<file path="src/rtl/waveform_charge_integrator_unit_assert.svh">
// Assertion macros for the charge integrator RTL.
`ifndef WAVEFORM_CHARGE_INTEGRATOR_UNIT_ASSERT_SVH
`define WAVEFORM_CHARGE_INTEGRATOR_UNIT_ASSERT_SVH

// Same-cycle implication, disabled while reset is asserted.
`define WCI_ASSERT_NOW(label, clk, rst_n, ante, cons, msg) \
    label: assert property (@(posedge clk) disable iff (!(rst_n)) (ante) |-> (cons)) \
        else $error(msg);

// Next-cycle implication, disabled while reset is asserted.
`define WCI_ASSERT_NEXT(label, clk, rst_n, ante, cons, msg) \
    label: assert property (@(posedge clk) disable iff (!(rst_n)) (ante) |=> (cons)) \
        else $error(msg);

`endif

</file>
<file path="src/rtl/wci_pkg.sv">
// Shared constants, types and register codes of the charge integrator.
package wci_pkg;

    localparam int WAVEFORM_LENGTH = 1024;
    localparam int ADC_BITS        = 12;
    localparam int SAMPLE_W        = 12;
    localparam int CHANNEL_W       = 5;
    localparam int INDEX_W         = 11;
    localparam int PED_COUNT_W     = 11;
    localparam int SIG_START_W     = 10;
    localparam int SIG_END_W       = 11;
    localparam int PED_SUM_W       = 22;
    localparam int SIG_SUM_W       = 23;
    localparam int WIDTH_W         = 12;
    localparam int PED_Q8_W        = 20;
    localparam int CHARGE_W        = 32;
    localparam int FRAC_BITS       = 8;
    localparam int DIVIDEND_W      = PED_SUM_W + FRAC_BITS;
    localparam int DIV_CNT_W       = 5;
    localparam int CFG_INDEX_W     = 8;
    localparam int CFG_DATA_W      = 16;
    localparam int QUEUE_DEPTH     = 2;
    localparam int QUEUE_AW        = 1;
    localparam int QUEUE_CNT_W     = 2;

    localparam logic [PED_COUNT_W-1:0] PED_COUNT_RST = 11'd200;
    localparam logic [SIG_START_W-1:0] SIG_START_RST = 10'd200;
    localparam logic [SIG_END_W-1:0]   SIG_END_RST   = 11'd700;
    localparam logic [INDEX_W-1:0]     WAVE_LEN      = 11'd1024;
    localparam logic [SAMPLE_W:0]      FOLD_FULL     = 13'd4096;
    localparam logic [DIV_CNT_W-1:0]   DIV_LAST_STEP = 5'(DIVIDEND_W - 1);

    // Configuration register indexes
    typedef enum logic [CFG_INDEX_W-1:0] {
        CFG_PED_COUNT = 8'd0,
        CFG_SIG_START = 8'd1,
        CFG_SIG_END   = 8'd2,
        CFG_FOLD_MODE = 8'd3
    } t_cfg_index;

    // One finished waveform, handed from the front to the back
    typedef struct packed {
        logic [CHANNEL_W-1:0]      channel;
        logic [PED_SUM_W-1:0]      ped_sum;
        logic [SIG_SUM_W-1:0]      sig_sum;
        logic [PED_COUNT_W-1:0]    ped_count;
        logic signed [WIDTH_W-1:0] width;
    } t_job;

    // Back-end sequencer states
    typedef enum logic [1:0] {
        BK_IDLE,
        BK_DIV,
        BK_MUL,
        BK_OUT
    } t_back_state;

endpackage

</file>
<file path="src/rtl/wci_front.sv">
// Front end: configuration registers, sample accumulation, job issue.
module wci_front (
    input  logic                             i_clk,
    input  logic                             i_rst_n,
    input  logic                             i_cfg_valid,
    input  logic [wci_pkg::CFG_INDEX_W-1:0]  i_cfg_index,
    input  logic [wci_pkg::CFG_DATA_W-1:0]   i_cfg_data,
    input  logic                             i_valid,
    input  logic                             i_full,
    input  logic [wci_pkg::SAMPLE_W-1:0]     i_sample,
    input  logic [wci_pkg::CHANNEL_W-1:0]    i_channel,
    input  logic                             i_first_sample,
    input  logic                             i_beam,
    output logic                             o_push,
    output wci_pkg::t_job                    o_job
);
    import wci_pkg::*;

    logic [PED_COUNT_W-1:0] r_ped_count;
    logic [SIG_START_W-1:0] r_sig_start;
    logic [SIG_END_W-1:0]   r_sig_end;
    logic                   r_fold;

    logic [INDEX_W-1:0]   r_idx, n_idx;
    logic [PED_SUM_W-1:0] r_ped_sum, n_ped_sum;
    logic [SIG_SUM_W-1:0] r_sig_sum, n_sig_sum;
    logic [CHANNEL_W-1:0] r_chan, n_chan;
    logic                 r_active, n_active;

    logic                 w_accept;
    logic [INDEX_W-1:0]   w_idx;
    logic [PED_SUM_W-1:0] w_ped_base;
    logic [SIG_SUM_W-1:0] w_sig_base;
    logic                 w_act;
    logic                 w_in_len;
    logic                 w_in_win;
    logic                 w_ped_add;
    logic                 w_sig_add;
    logic                 w_emit;
    logic [SAMPLE_W:0]    w_folded;

    // Write configuration registers
    always_ff @(posedge i_clk) begin
        if (!i_rst_n) begin
            r_ped_count <= PED_COUNT_RST;
            r_sig_start <= SIG_START_RST;
            r_sig_end   <= SIG_END_RST;
            r_fold      <= 1'b0;
        end else if (i_cfg_valid) begin
            unique case (i_cfg_index)
                CFG_PED_COUNT: r_ped_count <= i_cfg_data[PED_COUNT_W-1:0];
                CFG_SIG_START: r_sig_start <= i_cfg_data[SIG_START_W-1:0];
                CFG_SIG_END:   r_sig_end   <= i_cfg_data[SIG_END_W-1:0];
                CFG_FOLD_MODE: r_fold      <= i_cfg_data[0];
                default: ;
            endcase
        end
    end

    // Classify the incoming sample and advance the running sums
    always_comb begin
        w_accept   = i_valid && !i_full;
        w_idx      = i_first_sample ? '0 : r_idx;
        w_ped_base = i_first_sample ? '0 : r_ped_sum;
        w_sig_base = i_first_sample ? '0 : r_sig_sum;
        w_act      = i_first_sample ? i_beam : r_active;
        n_chan     = i_first_sample ? i_channel : r_chan;

        // fold low samples upward around half scale
        if (r_fold && !i_sample[ADC_BITS-1])
            w_folded = FOLD_FULL - {1'b0, i_sample};
        else
            w_folded = {1'b0, i_sample};

        w_in_len  = w_idx < WAVE_LEN;
        w_in_win  = w_idx < r_sig_end;
        w_ped_add = w_in_win && (w_idx < r_ped_count);
        w_sig_add = w_in_win && (w_idx >= {1'b0, r_sig_start});
        w_emit    = w_act && w_in_len && (r_sig_end != '0)
                    && (w_idx == r_sig_end - 11'd1);

        n_idx     = w_idx;
        n_ped_sum = w_ped_base;
        n_sig_sum = w_sig_base;
        n_active  = w_act;
        if (w_act) begin
            if (!w_in_len) begin
                n_active = 1'b0;
            end else begin
                if (w_ped_add)
                    n_ped_sum = w_ped_base + PED_SUM_W'(i_sample);
                if (w_sig_add)
                    n_sig_sum = w_sig_base + SIG_SUM_W'(w_folded);
                if (w_emit)
                    n_active = 1'b0;
                n_idx = w_idx + 11'd1;
            end
        end

        o_push          = w_accept && w_emit;
        o_job.channel   = n_chan;
        o_job.ped_sum   = n_ped_sum;
        o_job.sig_sum   = n_sig_sum;
        o_job.ped_count = r_ped_count;
        o_job.width     = $signed({1'b0, r_sig_end}) - $signed({2'b00, r_sig_start});
    end

    // Hold waveform state between transfers
    always_ff @(posedge i_clk) begin
        if (!i_rst_n) begin
            r_idx     <= '0;
            r_ped_sum <= '0;
            r_sig_sum <= '0;
            r_chan    <= '0;
            r_active  <= 1'b0;
        end else if (w_accept) begin
            r_idx     <= n_idx;
            r_ped_sum <= n_ped_sum;
            r_sig_sum <= n_sig_sum;
            r_chan    <= n_chan;
            r_active  <= n_active;
        end
    end

endmodule

</file>
<file path="src/rtl/wci_queue.sv">
// Two-entry job queue between the front end and the back end.
module wci_queue (
    input  logic          i_clk,
    input  logic          i_rst_n,
    input  logic          i_push,
    input  wci_pkg::t_job i_job,
    input  logic          i_pop,
    output wci_pkg::t_job o_job,
    output logic          o_full,
    output logic          o_empty
);
    import wci_pkg::*;
    `include "waveform_charge_integrator_unit_assert.svh"

    t_job                   r_mem [QUEUE_DEPTH];
    logic [QUEUE_AW-1:0]    r_wptr;
    logic [QUEUE_AW-1:0]    r_rptr;
    logic [QUEUE_CNT_W-1:0] r_count;

    assign o_full  = r_count == QUEUE_CNT_W'(QUEUE_DEPTH);
    assign o_empty = r_count == '0;
    assign o_job   = r_mem[r_rptr];

    // Store pushed jobs
    always_ff @(posedge i_clk) begin
        if (i_push)
            r_mem[r_wptr] <= i_job;
    end

    // Advance pointers and fill count
    always_ff @(posedge i_clk) begin
        if (!i_rst_n) begin
            r_wptr  <= '0;
            r_rptr  <= '0;
            r_count <= '0;
        end else begin
            if (i_push)
                r_wptr <= r_wptr + 1'b1;
            if (i_pop)
                r_rptr <= r_rptr + 1'b1;
            if (i_push && !i_pop)
                r_count <= r_count + 1'b1;
            else if (i_pop && !i_push)
                r_count <= r_count - 1'b1;
        end
    end

    `WCI_ASSERT_NOW(a_count_bound, i_clk, i_rst_n, 1'b1, r_count <= QUEUE_CNT_W'(QUEUE_DEPTH), "queue count above depth")
    `WCI_ASSERT_NOW(a_push_room, i_clk, i_rst_n, i_push, !o_full, "push into full queue")
    `WCI_ASSERT_NOW(a_pop_data, i_clk, i_rst_n, i_pop, !o_empty, "pop from empty queue")
    `WCI_ASSERT_NEXT(a_count_up, i_clk, i_rst_n, i_push && !i_pop, r_count == $past(r_count) + 1'b1, "count did not rise on push")

endmodule

</file>
<file path="src/rtl/wci_back.sv">
// Back end: pedestal division, window multiply and charge subtraction.
module wci_back (
    input  logic                                i_clk,
    input  logic                                i_rst_n,
    input  wci_pkg::t_job                       i_job,
    input  logic                                i_empty,
    output logic                                o_pop,
    output logic                                o_valid,
    input  logic                                i_stall,
    output logic [wci_pkg::CHANNEL_W-1:0]       o_out_channel,
    output logic [wci_pkg::PED_Q8_W-1:0]        o_pedestal_q8,
    output logic signed [wci_pkg::CHARGE_W-1:0] o_charge_q8
);
    import wci_pkg::*;

    t_back_state r_state, n_state;

    logic [DIV_CNT_W-1:0]       r_cnt, n_cnt;
    logic [DIVIDEND_W-1:0]      r_quo, n_quo;
    logic [PED_COUNT_W-1:0]     r_rem, n_rem;
    logic [PED_COUNT_W-1:0]     r_div, n_div;
    logic                       r_zero_div, n_zero_div;
    logic [SIG_SUM_W-1:0]       r_sig, n_sig;
    logic signed [WIDTH_W-1:0]  r_width, n_width;
    logic [CHANNEL_W-1:0]       r_chan, n_chan;
    logic [PED_Q8_W-1:0]        r_ped, n_ped;
    logic signed [32:0]         r_prod, n_prod;

    logic                       r_out_valid, n_out_valid;
    logic [CHANNEL_W-1:0]       r_out_chan, n_out_chan;
    logic [PED_Q8_W-1:0]        r_out_ped, n_out_ped;
    logic signed [CHARGE_W-1:0] r_out_charge, n_out_charge;

    logic [PED_COUNT_W:0]       w_rem_sh;
    logic [PED_COUNT_W:0]       w_rem_diff;
    logic                       w_ge;
    logic [PED_Q8_W-1:0]        w_ped;
    logic signed [PED_Q8_W:0]   w_ped_s;
    logic signed [33:0]         w_charge;

    // Sequence one job: divide, multiply, subtract, present
    always_comb begin
        w_rem_sh   = {r_rem, r_quo[DIVIDEND_W-1]};
        w_rem_diff = w_rem_sh - {1'b0, r_div};
        w_ge       = w_rem_sh >= {1'b0, r_div};
        w_ped      = r_zero_div ? '0 : r_quo[PED_Q8_W-1:0];
        w_ped_s    = $signed({1'b0, w_ped});
        w_charge   = $signed({3'b000, r_sig, {FRAC_BITS{1'b0}}}) - $signed({r_prod[32], r_prod});

        n_state      = r_state;
        n_cnt        = r_cnt;
        n_quo        = r_quo;
        n_rem        = r_rem;
        n_div        = r_div;
        n_zero_div   = r_zero_div;
        n_sig        = r_sig;
        n_width      = r_width;
        n_chan       = r_chan;
        n_ped        = r_ped;
        n_prod       = r_prod;
        n_out_chan   = r_out_chan;
        n_out_ped    = r_out_ped;
        n_out_charge = r_out_charge;
        n_out_valid  = r_out_valid && i_stall;
        o_pop        = 1'b0;

        unique case (r_state)
            BK_IDLE: begin
                if (!i_empty) begin
                    o_pop      = 1'b1;
                    n_quo      = {i_job.ped_sum, {FRAC_BITS{1'b0}}};
                    n_rem      = '0;
                    n_div      = i_job.ped_count;
                    n_zero_div = i_job.ped_count == '0;
                    n_sig      = i_job.sig_sum;
                    n_width    = i_job.width;
                    n_chan     = i_job.channel;
                    n_cnt      = DIV_LAST_STEP;
                    n_state    = BK_DIV;
                end
            end
            BK_DIV: begin
                // one restoring quotient bit per cycle
                n_rem = w_ge ? w_rem_diff[PED_COUNT_W-1:0] : w_rem_sh[PED_COUNT_W-1:0];
                n_quo = {r_quo[DIVIDEND_W-2:0], w_ge};
                if (r_cnt == '0)
                    n_state = BK_MUL;
                else
                    n_cnt = r_cnt - 1'b1;
            end
            BK_MUL: begin
                n_ped   = w_ped;
                n_prod  = r_width * w_ped_s;
                n_state = BK_OUT;
            end
            BK_OUT: begin
                if (!r_out_valid || !i_stall) begin
                    n_out_valid  = 1'b1;
                    n_out_chan   = r_chan;
                    n_out_ped    = r_ped;
                    n_out_charge = w_charge[CHARGE_W-1:0];
                    n_state      = BK_IDLE;
                end
            end
            default: n_state = BK_IDLE;
        endcase
    end

    // Hold the state register
    always_ff @(posedge i_clk) begin
        if (!i_rst_n) begin
            r_state     <= BK_IDLE;
            r_out_valid <= 1'b0;
        end else begin
            r_state     <= n_state;
            r_out_valid <= n_out_valid;
        end
    end

    // Hold datapath and output registers
    always_ff @(posedge i_clk) begin
        r_cnt        <= n_cnt;
        r_quo        <= n_quo;
        r_rem        <= n_rem;
        r_div        <= n_div;
        r_zero_div   <= n_zero_div;
        r_sig        <= n_sig;
        r_width      <= n_width;
        r_chan       <= n_chan;
        r_ped        <= n_ped;
        r_prod       <= n_prod;
        r_out_chan   <= n_out_chan;
        r_out_ped    <= n_out_ped;
        r_out_charge <= n_out_charge;
    end

    assign o_valid       = r_out_valid;
    assign o_out_channel = r_out_chan;
    assign o_pedestal_q8 = r_out_ped;
    assign o_charge_q8   = r_out_charge;

endmodule

</file>
<file path="src/rtl/waveform_charge_integrator_unit.sv">
// Top level of the pedestal-subtracted waveform charge integrator.
//
// Input channel (i_valid / o_stall): one ADC sample per transfer, with its
// channel, a first-sample mark and a beam flag. Samples are taken at one per
// cycle; o_stall rises only while the two-entry job queue is full.
// Configuration (i_cfg_valid / o_cfg_ready): index 0 pedestal count, 1 signal
// start, 2 signal end, 3 fold mode; o_cfg_ready is always high and unknown
// indexes are dropped. Write it only while the block is idle.
// Output channel (o_valid / i_stall): one result per beam waveform reaching
// index signal_end-1: channel, Q8 pedestal and signed Q8 charge.
// A waveform's result reaches the output once the back end has popped its
// job and passed it through the 30-step restoring pedestal divider, a
// multiply and a subtract; the output is registered. Meanwhile the front
// end keeps taking samples, with two waveforms of queue slack.
// Reset clears the waveform state, the queue and the output valid, and
// loads the register defaults (200, 200, 700, fold off). A stalled output
// holds its result; the back end waits on it and the queue absorbs jobs.
module waveform_charge_integrator_unit (
    input  logic                                i_clk,
    input  logic                                i_rst_n,
    input  logic                                i_cfg_valid,
    output logic                                o_cfg_ready,
    input  logic [wci_pkg::CFG_INDEX_W-1:0]     i_cfg_index,
    input  logic [wci_pkg::CFG_DATA_W-1:0]      i_cfg_data,
    input  logic                                i_valid,
    output logic                                o_stall,
    input  logic [wci_pkg::SAMPLE_W-1:0]        i_sample,
    input  logic [wci_pkg::CHANNEL_W-1:0]       i_channel,
    input  logic                                i_first_sample,
    input  logic                                i_beam,
    output logic                                o_valid,
    input  logic                                i_stall,
    output logic [wci_pkg::CHANNEL_W-1:0]       o_out_channel,
    output logic [wci_pkg::PED_Q8_W-1:0]        o_pedestal_q8,
    output logic signed [wci_pkg::CHARGE_W-1:0] o_charge_q8
);
    import wci_pkg::*;

    logic w_push;
    logic w_pop;
    logic w_full;
    logic w_empty;
    t_job w_push_job;
    t_job w_pop_job;

    assign o_cfg_ready = 1'b1;
    assign o_stall     = w_full;

    // Accumulate samples and issue finished waveforms
    wci_front u_front (
        .i_clk          (i_clk),
        .i_rst_n        (i_rst_n),
        .i_cfg_valid    (i_cfg_valid),
        .i_cfg_index    (i_cfg_index),
        .i_cfg_data     (i_cfg_data),
        .i_valid        (i_valid),
        .i_full         (w_full),
        .i_sample       (i_sample),
        .i_channel      (i_channel),
        .i_first_sample (i_first_sample),
        .i_beam         (i_beam),
        .o_push         (w_push),
        .o_job          (w_push_job)
    );

    // Decouple front and back
    wci_queue u_queue (
        .i_clk   (i_clk),
        .i_rst_n (i_rst_n),
        .i_push  (w_push),
        .i_job   (w_push_job),
        .i_pop   (w_pop),
        .o_job   (w_pop_job),
        .o_full  (w_full),
        .o_empty (w_empty)
    );

    // Compute pedestal and charge
    wci_back u_back (
        .i_clk         (i_clk),
        .i_rst_n       (i_rst_n),
        .i_job         (w_pop_job),
        .i_empty       (w_empty),
        .o_pop         (w_pop),
        .o_valid       (o_valid),
        .i_stall       (i_stall),
        .o_out_channel (o_out_channel),
        .o_pedestal_q8 (o_pedestal_q8),
        .o_charge_q8   (o_charge_q8)
    );

endmodule
</file>
<file path="config.mk">
export PLATFORM = sky130hd
export DESIGN_NAME = waveform_charge_integrator_unit
export DESIGN_NICKNAME = d
export VERILOG_FILES = /design/src/rtl/wci_pkg.sv /design/src/rtl/wci_front.sv /design/src/rtl/wci_queue.sv /design/src/rtl/wci_back.sv /design/src/rtl/waveform_charge_integrator_unit.sv
export VERILOG_INCLUDE_DIRS = /design/src /design/src/rtl
export SDC_FILE = /design/constraint.sdc
export NUM_CORES = 1
export LEC_CHECK = 0
export ABC_AREA = 1
export BUFFER_PORTS_ARGS = -buffer_cell sky130_fd_sc_hd__buf_4
export CORE_MARGIN = 3
export CORE_UTILIZATION = 25
export DETAILED_ROUTE_END_ITERATION = 12
export HOLD_SLACK_MARGIN = 0.03
export PLACE_DENSITY_LB_ADDON = 0.2
export SETUP_SLACK_MARGIN = 0.5
export SYNTH_ARGS = -nofsm -noshare
export SYNTH_HDL_FRONTEND = slang
export SYNTH_HIERARCHICAL = 1
export SYNTH_SLANG_ARGS = --single-unit
</file>
<file path="constraint.sdc">
create_clock -name i_clk -period 8.9 [get_ports i_clk]
set_input_delay 0.89 -clock i_clk [delete_from_list [all_inputs] [get_ports i_clk]]
set_output_delay 0.89 -clock i_clk [all_outputs]
set_load 0.03 [all_outputs]
</file>
* Word level (Yosys, flattened, before mapping)
Memories as Yosys holds them, arrays and structs flattened. A register that Yosys moved wholly into a read port is not among the register bits.
Cells that the tools add are included.
** Operators by class
- $add $sub $neg :: 13
- $lt $le $gt $ge :: 5
- Bitwise logic cells :: 1
- Equal/unequal tests :: 12
- Multipliers :: 1
- Multiplexer cells :: 40
- Reduce and logical (&&, ||, !) cells :: 35
** Operators with widths (count)
- 23-bit two-way mux :: 4
- 22-bit two-way mux :: 4
- 30-bit one-hot mux with 2 select lines :: 1
- 11-bit two-way mux :: 5
- 12-bit by 21-bit multiplier with 32-bit output :: 1
- 32-bit subtractor :: 1
- 30-bit two-way mux :: 1
- 23-bit by 13-bit adder with 23-bit output :: 1
- 22-bit by 12-bit adder with 22-bit output :: 1
- 11-bit less-than comparator :: 2
- 11-bit one-hot mux with 2 select lines :: 1
- 20-bit two-way mux :: 1
- 8-bit by 2-bit == test with 1-bit output, second input constant :: 2
- 5-bit two-way mux :: 3
- 2-bit AND reduction :: 7
- 13-bit two-way mux :: 1
- 13-bit by 12-bit subtractor with 13-bit output, first input constant :: 1
- 12-bit by 11-bit greater-or-equal comparator with 1-bit output :: 1
- 1-bit two-way mux :: 12
- 11-bit by 10-bit subtractor with 12-bit output :: 1
- 11-bit by 1-bit adder with 11-bit output, second input constant :: 1
- 11-bit == test :: 1
- 11-bit by 10-bit greater-or-equal comparator with 1-bit output :: 1
- 1-bit logical AND :: 11
- other kinds (25) :: 42
** Word-level totals
- Bits in writable memories :: 146
- Input port bits :: 48
- Memories kept :: 1
- Register bits after elaboration :: 309
- Word-level logic and storage cells :: 135
** Memories
- u_queue.r_mem :: words 2, bits a word 73, read ports 1, clocked after Yosys merged registers in 1, write ports 1, line wci_queue.sv:15 : t_job r_mem [QUEUE_DEPTH];

* Depth between registers and ports, before layout
Gate-level depths: netlist (run 1).
- Depth in word-level cells :: 10
- Depth in mapped cells :: 27

* By module
The synthesis (run 1) kept the hierarchy.
** By module, submodules not included
- wci_back :: cells an instance 2175, area an instance 18280.0 µm², instances 1, sequential area each 6276.0 µm²
- wci_front :: cells an instance 1397, area an instance 8374.3 µm², instances 1, sequential area each 1901.8 µm²
- wci_queue :: cells an instance 262, area an instance 5848.1 µm², instances 1, sequential area each 4484.3 µm²
- waveform_charge_integrator_unit :: cells an instance 2, area an instance 11.3 µm², instances 1, sequential area each 0.0 µm²

* Least setup slack after synthesis (run 1)
No wires, ideal clock.
- Kind :: input -> register
- From :: input i_first_sample
- To :: memory u_queue/r_mem[0][0] (netlist bit), enable pin
- Cell stages on the path :: 14
- Data required time :: 8.395 ns
- Path buffers :: 0
- Library setup time :: 0.505 ns
- Arrival :: 5.189 ns
- Setup slack :: 3.206 ns
- Cells stage by stage :: inv_2 > nand2_4 > ha_1 > inv_1 > nand2_1 > nor2_1 > nand3_1 > nor2_1 > nand3_1 > nor2_1 > nand3_1 > nor2_1 > inv_1 > nor2_1
** Between the ends
- Word-level cells in the longest chain between the ends :: 8
- Elaborated cells on any way between the ends :: 10
** Ends and longest elaborated chain
- from (decl) :: line waveform_charge_integrator_unit.sv:29 : input logic i_first_sample,
- 11-bit two-way mux :: line wci_front.sv:63 : w_idx = i_first_sample ? '0 : r_idx;
- 11-bit less-than comparator :: line wci_front.sv:75 : w_in_len = w_idx < WAVE_LEN;
- 1-bit logical AND (2 in a row) :: line wci_front.sv:79 : w_emit = w_act && w_in_len && (r_sig_end != '0)
- 1-bit logical AND (*) :: line wci_front.sv:80 : && (w_idx == r_sig_end - 11'd1);
- 1-bit logical AND (*) :: line wci_front.sv:100 : o_push = w_accept && w_emit;
- named net w_push :: line waveform_charge_integrator_unit.sv:39 : logic w_push;
- 1-bit two-way mux (*) :: line wci_queue.sv:26 : if (i_push)
- 1-bit two-way mux (not written as such) (*) :: line wci_queue.sv:27 : r_mem[r_wptr] <= i_job;
- to (decl) :: line wci_queue.sv:15
Mark *: on every way through the listed nets, which the timed path passes. The rest lies on a longest branch.

* Worst setup path in the final report (run 1)
- From :: register u_back.r_zero_div
- To :: register u_back.r_prod[31] (data pin)
** Between the ends
- Word-level cells in the longest chain between the ends :: 2
** Ends and longest elaborated chain
- from (decl) :: line wci_back.sv:22 : logic r_zero_div, n_zero_div;
- from (signal assigned) :: line wci_back.sv:126 : r_zero_div <= n_zero_div;
- 20-bit two-way mux :: line wci_back.sv:46 : w_ped = r_zero_div ? '0 : r_quo[PED_Q8_W-1:0];
- 12-bit by 21-bit multiplier with 32-bit output :: line wci_back.sv:93 : n_prod = r_width * w_ped_s;
- to (signal assigned) :: line wci_back.sv:131 : r_prod <= n_prod;
- to (decl) :: line wci_back.sv:27 : logic signed [32:0] r_prod, n_prod;
Every way passes these cells.
A chain may end at the register's enable or synchronous reset.

==> results of run 1 <==
-- metal layers --
metal	track usage	wire length, um	part of all wire
met5	0	20	0.00023
met4	0.0348	1830	0.021
met3	0.0190	3510	0.040
met2	0.217	40000	0.46
met1	0.180	42500	0.48
-- sequential cells by signal, indices dropped and copies added, names as in the netlist, 2 cells and up, named ones only --
signal,cells
u_queue/r_mem,146
u_back/o_charge_q8,32
u_back/r_prod,32
u_back/r_quo,30
u_back/r_sig,23
u_front/r_sig_sum,23
u_front/r_ped_sum,22
u_back/o_pedestal_q8,20
u_back/r_ped,20
u_back/r_width,12
u_back/r_div,11
u_back/r_rem,11
u_front/r_idx,11
u_front/r_ped_count,11
u_front/r_sig_end,11
u_front/r_sig_start,10
u_back/o_out_channel,5
u_back/r_chan,5
u_back/r_cnt,5
u_front/r_chan,5
u_back/r_state,2
u_queue/r_count,2
-- cell families after synthesis --
kind of cell             Yosys count
AND/OR/NAND/NOR                 1673
buffers and inverters            873
flip-flops                       456
adder cells (fa/ha/maj)          384
AO/OA/AOI/OAI                    304
multiplexers                      73
XOR/XNOR                          72
other                              1
-- metrics by stage --
step,std cells,util,setup slack (ns),hold slack [ns]
3_5_place_dp,5600,0.274,2.68,0.405
3_3_place_gp,5600,0.274,2.65,0.405
4_1_cts,5706,0.289,2.61,0.402
5_1_grt,5706,0.289,2.21,0.420
2_1_floorplan,3836,-,3.21,0.400
6_report,5706,0.289,2.66,0.409
-- path summary, 6_finish.rpt --
check / end / depth (start not counted) / from
max: u_back/r_prod[31]$_DFFE_PP_ / 20 / u_back/r_zero_div$_DFFE_PP_
min reg2reg: u_back/o_pedestal_q8[13]$_DFFE_PP_ / 0 / u_back/r_ped[13]$_DFFE_PP_
max reg2reg: u_back/r_prod[31]$_DFFE_PP_ / 20 / u_back/r_zero_div$_DFFE_PP_
min: u_back/o_pedestal_q8[13]$_DFFE_PP_ / 0 / u_back/r_ped[13]$_DFFE_PP_
-- area by class of cell --
cell class                 instances  share of cell area
clock buffer                      71              0.0394
sequential                       456               0.342
timing repair buffer             115              0.0233
multi-input combinational       2507               0.444
inverter                         793              0.0804
clock inverter                    35              0.0121
tap                             1729              0.0584
-- worst max-delay path, stage by stage (launching register included) --
cell	delay [ns]
edfxtp_1	0.36
inv_1	0.51
nand2_1	0.18
inv_1	0.47
nand2_1	0.15
fa_1	0.56
inv_1	0.05
fa_1	0.46
fa_1	0.52
fa_1	0.55
inv_1	0.07
fa_1	0.57
inv_1	0.06
ha_1	0.35
nand2_1	0.11
nor2_1	0.30
nand3_1	0.14
nand3b_1	0.24
nand2_1	0.12
nand3_1	0.10
nand2_1	0.05
-- synthesized netlist by cell type (3+ instances only) --
| cell type | instances |
|---|---|
| a21o_1 | 5 |
| a21oi_1 | 156 |
| buf_1 | 6 |
| buf_12 | 7 |
| buf_2 | 9 |
| buf_6 | 3 |
| clkbuf_1 | 53 |
| clkinv_1 | 17 |
| dfxtp_1 | 103 |
| edfxtp_1 | 353 |
| fa_1 | 185 |
| ha_1 | 199 |
| inv_1 | 772 |
| inv_2 | 4 |
| mux2_2 | 3 |
| mux2_4 | 70 |
| nand2_1 | 1067 |
| nand2_2 | 3 |
| nand2_4 | 3 |
| nand3_1 | 144 |
| nand3_2 | 4 |
| nand3_4 | 3 |
| nand3b_1 | 9 |
| nand4_1 | 50 |
| nor2_1 | 337 |
| nor2_4 | 5 |
| nor3_1 | 25 |
| nor3b_1 | 3 |
| nor4_1 | 8 |
| o211ai_1 | 18 |
| o21ai_0 | 95 |
| o21ai_1 | 12 |
| o21bai_1 | 5 |
| or2_2 | 5 |
| xnor2_1 | 23 |
| xor2_1 | 49 |
==> results_dict.tcl, run 1 <==
set metrics [dict create \
    gp_congestion 0.854 \
    cts_sinks 456 \
    fill_cells 13800 \
    hp-class "reg2reg" \
    setup_tns_ns 0 \
    n_antenna_cell 0 \
    synth_ff_type "edfxtp_1" \
    cts_made_buffers 56 \
    skew_ns 0.0509 \
    post-route-period-util 0.701 \
    tightestPinTransition_ns 1.00 \
    final_nets 4361 \
    seqCellArea_um2 12700 \
    vias 23900 \
    setup_violations 0 \
    syn_inst 3836 \
    cts_tree "yes" \
    rsz0062_at_grt "no" \
    postCtsSetupBuffers 0 \
    slew_viol_final 0 \
    cts-hold-fix-buffers 0 \
    place_area_um2 35100 \
    ys_types 56 \
    die_area_um2 134000 \
    grt_pass1_vias 24300 \
    final_cell_mix "nand2_1, inv_1, edfxtp_1" \
    first_pass_iters 6 \
    clk_latency_ns 0.67 \
    drive_gt1_frac 0.0800 \
    max_freq_ghz 0.160 \
    rows 131 \
    min_period_ns 6.24 \
    synthMuxAreaShare 0.0334 \
    critical_path_class "reg2reg" \
    avgSynthCellArea_um2 8.48 \
    cp-end-kind "flop" \
    rrSetupSlack_ns 2.66 \
    synth-edff-count 353 \
    ys_seq_area_frac 0.389 \
    port_buffers 101 \
    antenna_left 0 \
    setup.worst_path.start_class "flop" \
    antenna_found_initial 2 \
    clockRootBuffer "clkbuf_16" \
    routed_wl_um 87800 \
    cp.arrival_ns 6.62 \
    cts.clk_slew.worst_paths_ns 0.06 \
    yosysTopAreaCell "edfxtp_1" \
    drtIter0Drc 1473 \
    dpl.hpwl_um 67200 \
    via_per_inst 4.19 \
    ctsResizeCount 0 \
    synth_compound_area_frac 0.0504 \
    multi_input_area_um2 16500 \
    synthAdderAreaFrac 0.190 \
    syn_nets 4268 \
    grt_pass1_wl_um 140000 \
    async_reset_ff_frac 0 \
    critPathMaxFanout 20 \
    cap_violations 0 \
    drc 0 \
    synth_area_leaders "edfxtp_1, nand2_1, fa_1, inv_1, ha_1" \
    grt_max_degree 58 \
    die_x_um 367 \
    design_area_um2 37000 \
    synth_top_family_by_area "simple AND/OR/NAND/NOR gates" \
    die_h_um 367 \
    relSlewSlack 0.332 \
    h-tree-depth 2 \
    finalHoldViolCount 0 \
    core_area_um2 128000 \
    status "complete, no violations" \
    grt_use_total 0.132 \
    synth_seq_cells 456 \
    synth_xor_area_frac 0.0194 \
    avgRoutedWirePerCell_um 15.4 \
    overflow 0 \
    syn_area_um2 32500 \
    required_ns 9.28 \
    start_util 0.253 \
    synth_top_area_frac 0.326 \
    yosysWarningCount 6 \
    io_pins 108 \
    final_common_cell "nand2_1" \
    clockBufferDepth 3 \
    syn2layout_area_growth_pct 13.9 \
    yosys.area_share.simple 0.211 \
]
Power of run 1 is left out: the tool's default activity adds up to more than one toggle a clock period on the data nets, which glitch-free logic cannot reach.
==> run 2: changes to the inputs <==
==> constraint.sdc (replaced) <==
create_clock -name i_clk -period 5.9 [get_ports i_clk]
set_input_delay 0.59 -clock i_clk [delete_from_list [all_inputs] [get_ports i_clk]]
set_output_delay 0.59 -clock i_clk [all_outputs]
set_load 0.03 [all_outputs]
==> results_dict.tcl, run 2 (synthesized netlist as in run 1, its figures left out) <==
set metrics [dict create \
    cp-end-kind "flop" \
    cts_sinks 456 \
    grt_pass1_vias 24600 \
    overflow 0 \
    final_nets 4461 \
    largest_reg_flops 146 \
    drtIter0Drc 1261 \
    drive_gt1_frac 0.144 \
    clk_latency_ns 0.65 \
    fill_cells 13700 \
    routed_wl_um 89200 \
    setup_tns_ns 0 \
    via_per_inst 4.20 \
    slew_viol_final 0 \
    cts.clk_slew.worst_paths_ns 0.06 \
    final_common_cell "nand2_1" \
    first_pass_iters 5 \
    vias 24400 \
    setup_violations 0 \
    wl_met1_um 43600 \
    grt_use_total 0.131 \
    r2r_cells 22 \
    reg2reg_from "u_back/r_zero_div$_DFFE_PP_" \
    met2_length_um 40800 \
    critPathMaxFanout 6 \
    finalHoldViolCount 0 \
    start_util 0.253 \
    die_area_um2 134000 \
    cp.arrival_ns 5.59 \
    h-tree-depth 2 \
    critical_path_class "reg2reg" \
    avgRoutedWirePerCell_um 15.4 \
    antenna_found_initial 0 \
    core_area_um2 128000 \
    post-route-period-util 0.882 \
    cts_made_buffers 54 \
    tightestPinTransition_ns 0.926 \
    grt_max_degree 55 \
    top_register "u_queue/r_mem" \
    grt_pass1_wl_um 140000 \
    wl_met3_um 2850 \
    cts-hold-fix-buffers 0 \
    max_freq_ghz 0.192 \
    antenna_left 0 \
    syn2layout_area_growth_pct 18.8 \
    gp_congestion 0.845 \
    drc 0 \
    status "complete, no violations" \
    rsz0062_at_grt "yes" \
    clockBufferDepth 3 \
    dpl.hpwl_um 68600 \
    setup.worst_path.start_class "flop" \
    rows 131 \
    die_h_um 367 \
    port_buffers 101 \
    io_pins 108 \
    final_cell_mix "nand2_1, inv_1, edfxtp_1" \
    clockRootBuffer "clkbuf_16" \
    top_layer_used "met4" \
    relSlewSlack 0.382 \
    n_antenna_cell 0 \
    rrSetupSlack_ns 0.69 \
    min_period_ns 5.21 \
    worst_r2r_endpoint "u_back/r_prod[14]$_DFFE_PP_" \
    min_to "u_front/r_sig_start[6]$_SDFFE_PN1P_" \
    cts_tree "yes" \
    hp-class "in2reg" \
    holdPathStages 3 \
    skew_ns 0.0279 \
    required_ns 6.28 \
    cap_violations 0 \
    min_from "i_cfg_data[6]" \
    die_x_um 367 \
]
run 2: cell types whose count changed in the layout (fill, tap and decap cells not counted), moves of 14 or more:
| cell | change |
|---|---|
| nand2_1 | -64 |
| buf_6 | +17 |
| inv_2 | +22 |
| buf_4 | +74 |
| ha_4 | +19 |
| nand2_4 | +14 |
| ha_1 | -20 |
| inv_1 | -27 |
| nor2_1 | -21 |
| clkinvlp_4 | +14 |
| fa_1 | -15 |
| nand2_2 | +47 |
| fa_2 | +15 |
run 2: what timing repair did:
action                     4_1_cts  5_1_grt
setup endpoints to repair       17       22
resized for setup               23      211
pin swaps                        4       92
setup buffers                    4       36
cloned                           0        6
run 2: worst max-delay path, cell delays in order, from the launching register on:
cell,delay [ns]
edfxtp_1,0.42
clkinv_4,0.13
buf_12,0.17
nand2_8,0.06
clkinvlp_4,0.17
buf_6,0.12
nand2_2,0.05
fa_2,0.54
inv_2,0.04
fa_1,0.55
fa_1,0.46
fa_1,0.52
inv_2,0.04
fa_1,0.51
inv_2,0.05
ha_4,0.24
nand2_4,0.09
inv_1,0.04
nand2_1,0.07
nand2_2,0.06
nand3b_1,0.26
buf_4,0.19
xor2_1,0.15
run 2: metrics by stage:
step	instances	hold slack, ns	utilization	instance area (um2)	setup slack, ns
detailed placement	5656	0.405	0.277	35600	0.321
global route	5803	0.161	0.301	38600	0.490
finish	5803	0.191	0.301	38600	0.694
CTS	5761	0.134	0.293	37600	0.501
global placement	5656	0.404	0.277	35600	0.328
floorplan	3836	0.400	-	32500	0.506
run 2: layout make-up:
class | instances | area (um2) | area share
Timing Repair inverter | 3 | 20.0 | 0.000518
Timing Repair Buffer | 214 | 1780 | 0.0460
Tap cell | 1729 | 2160 | 0.0560
Sequential cell | 456 | 12700 | 0.328
Multi-Input combinational cell | 2507 | 17100 | 0.444
Clock inverter | 31 | 375 | 0.00972
Inverter | 793 | 3040 | 0.0786
Clock buffer | 70 | 1450 | 0.0376
run 2: worst max path at each step:
stage,start,to,cells past startpoint
3_3_place_gp,u_back/r_zero_div$_DFFE_PP_,u_back/r_prod[31]$_DFFE_PP_,23
4_1_cts,u_back/r_zero_div$_DFFE_PP_,u_back/r_prod[29]$_DFFE_PP_,22
3_5_place_dp,u_back/r_zero_div$_DFFE_PP_,u_back/r_prod[31]$_DFFE_PP_,23
6_report,u_back/r_zero_div$_DFFE_PP_,u_back/r_prod[14]$_DFFE_PP_,22
5_1_grt,u_back/r_zero_div$_DFFE_PP_,u_back/r_prod[22]$_DFFE_PP_,24
2_1_floorplan,i_first_sample,u_queue/r_mem[0][0]$_DFFE_PP_,14
run 2: per-layer routing:
layer  GRT usage  up-vias
li1            -    12400
met1       0.180    11500
met2       0.216      325
met3      0.0175      107
met4      0.0379        0
met5           0        -
Power of run 2 is left out for the same reason.
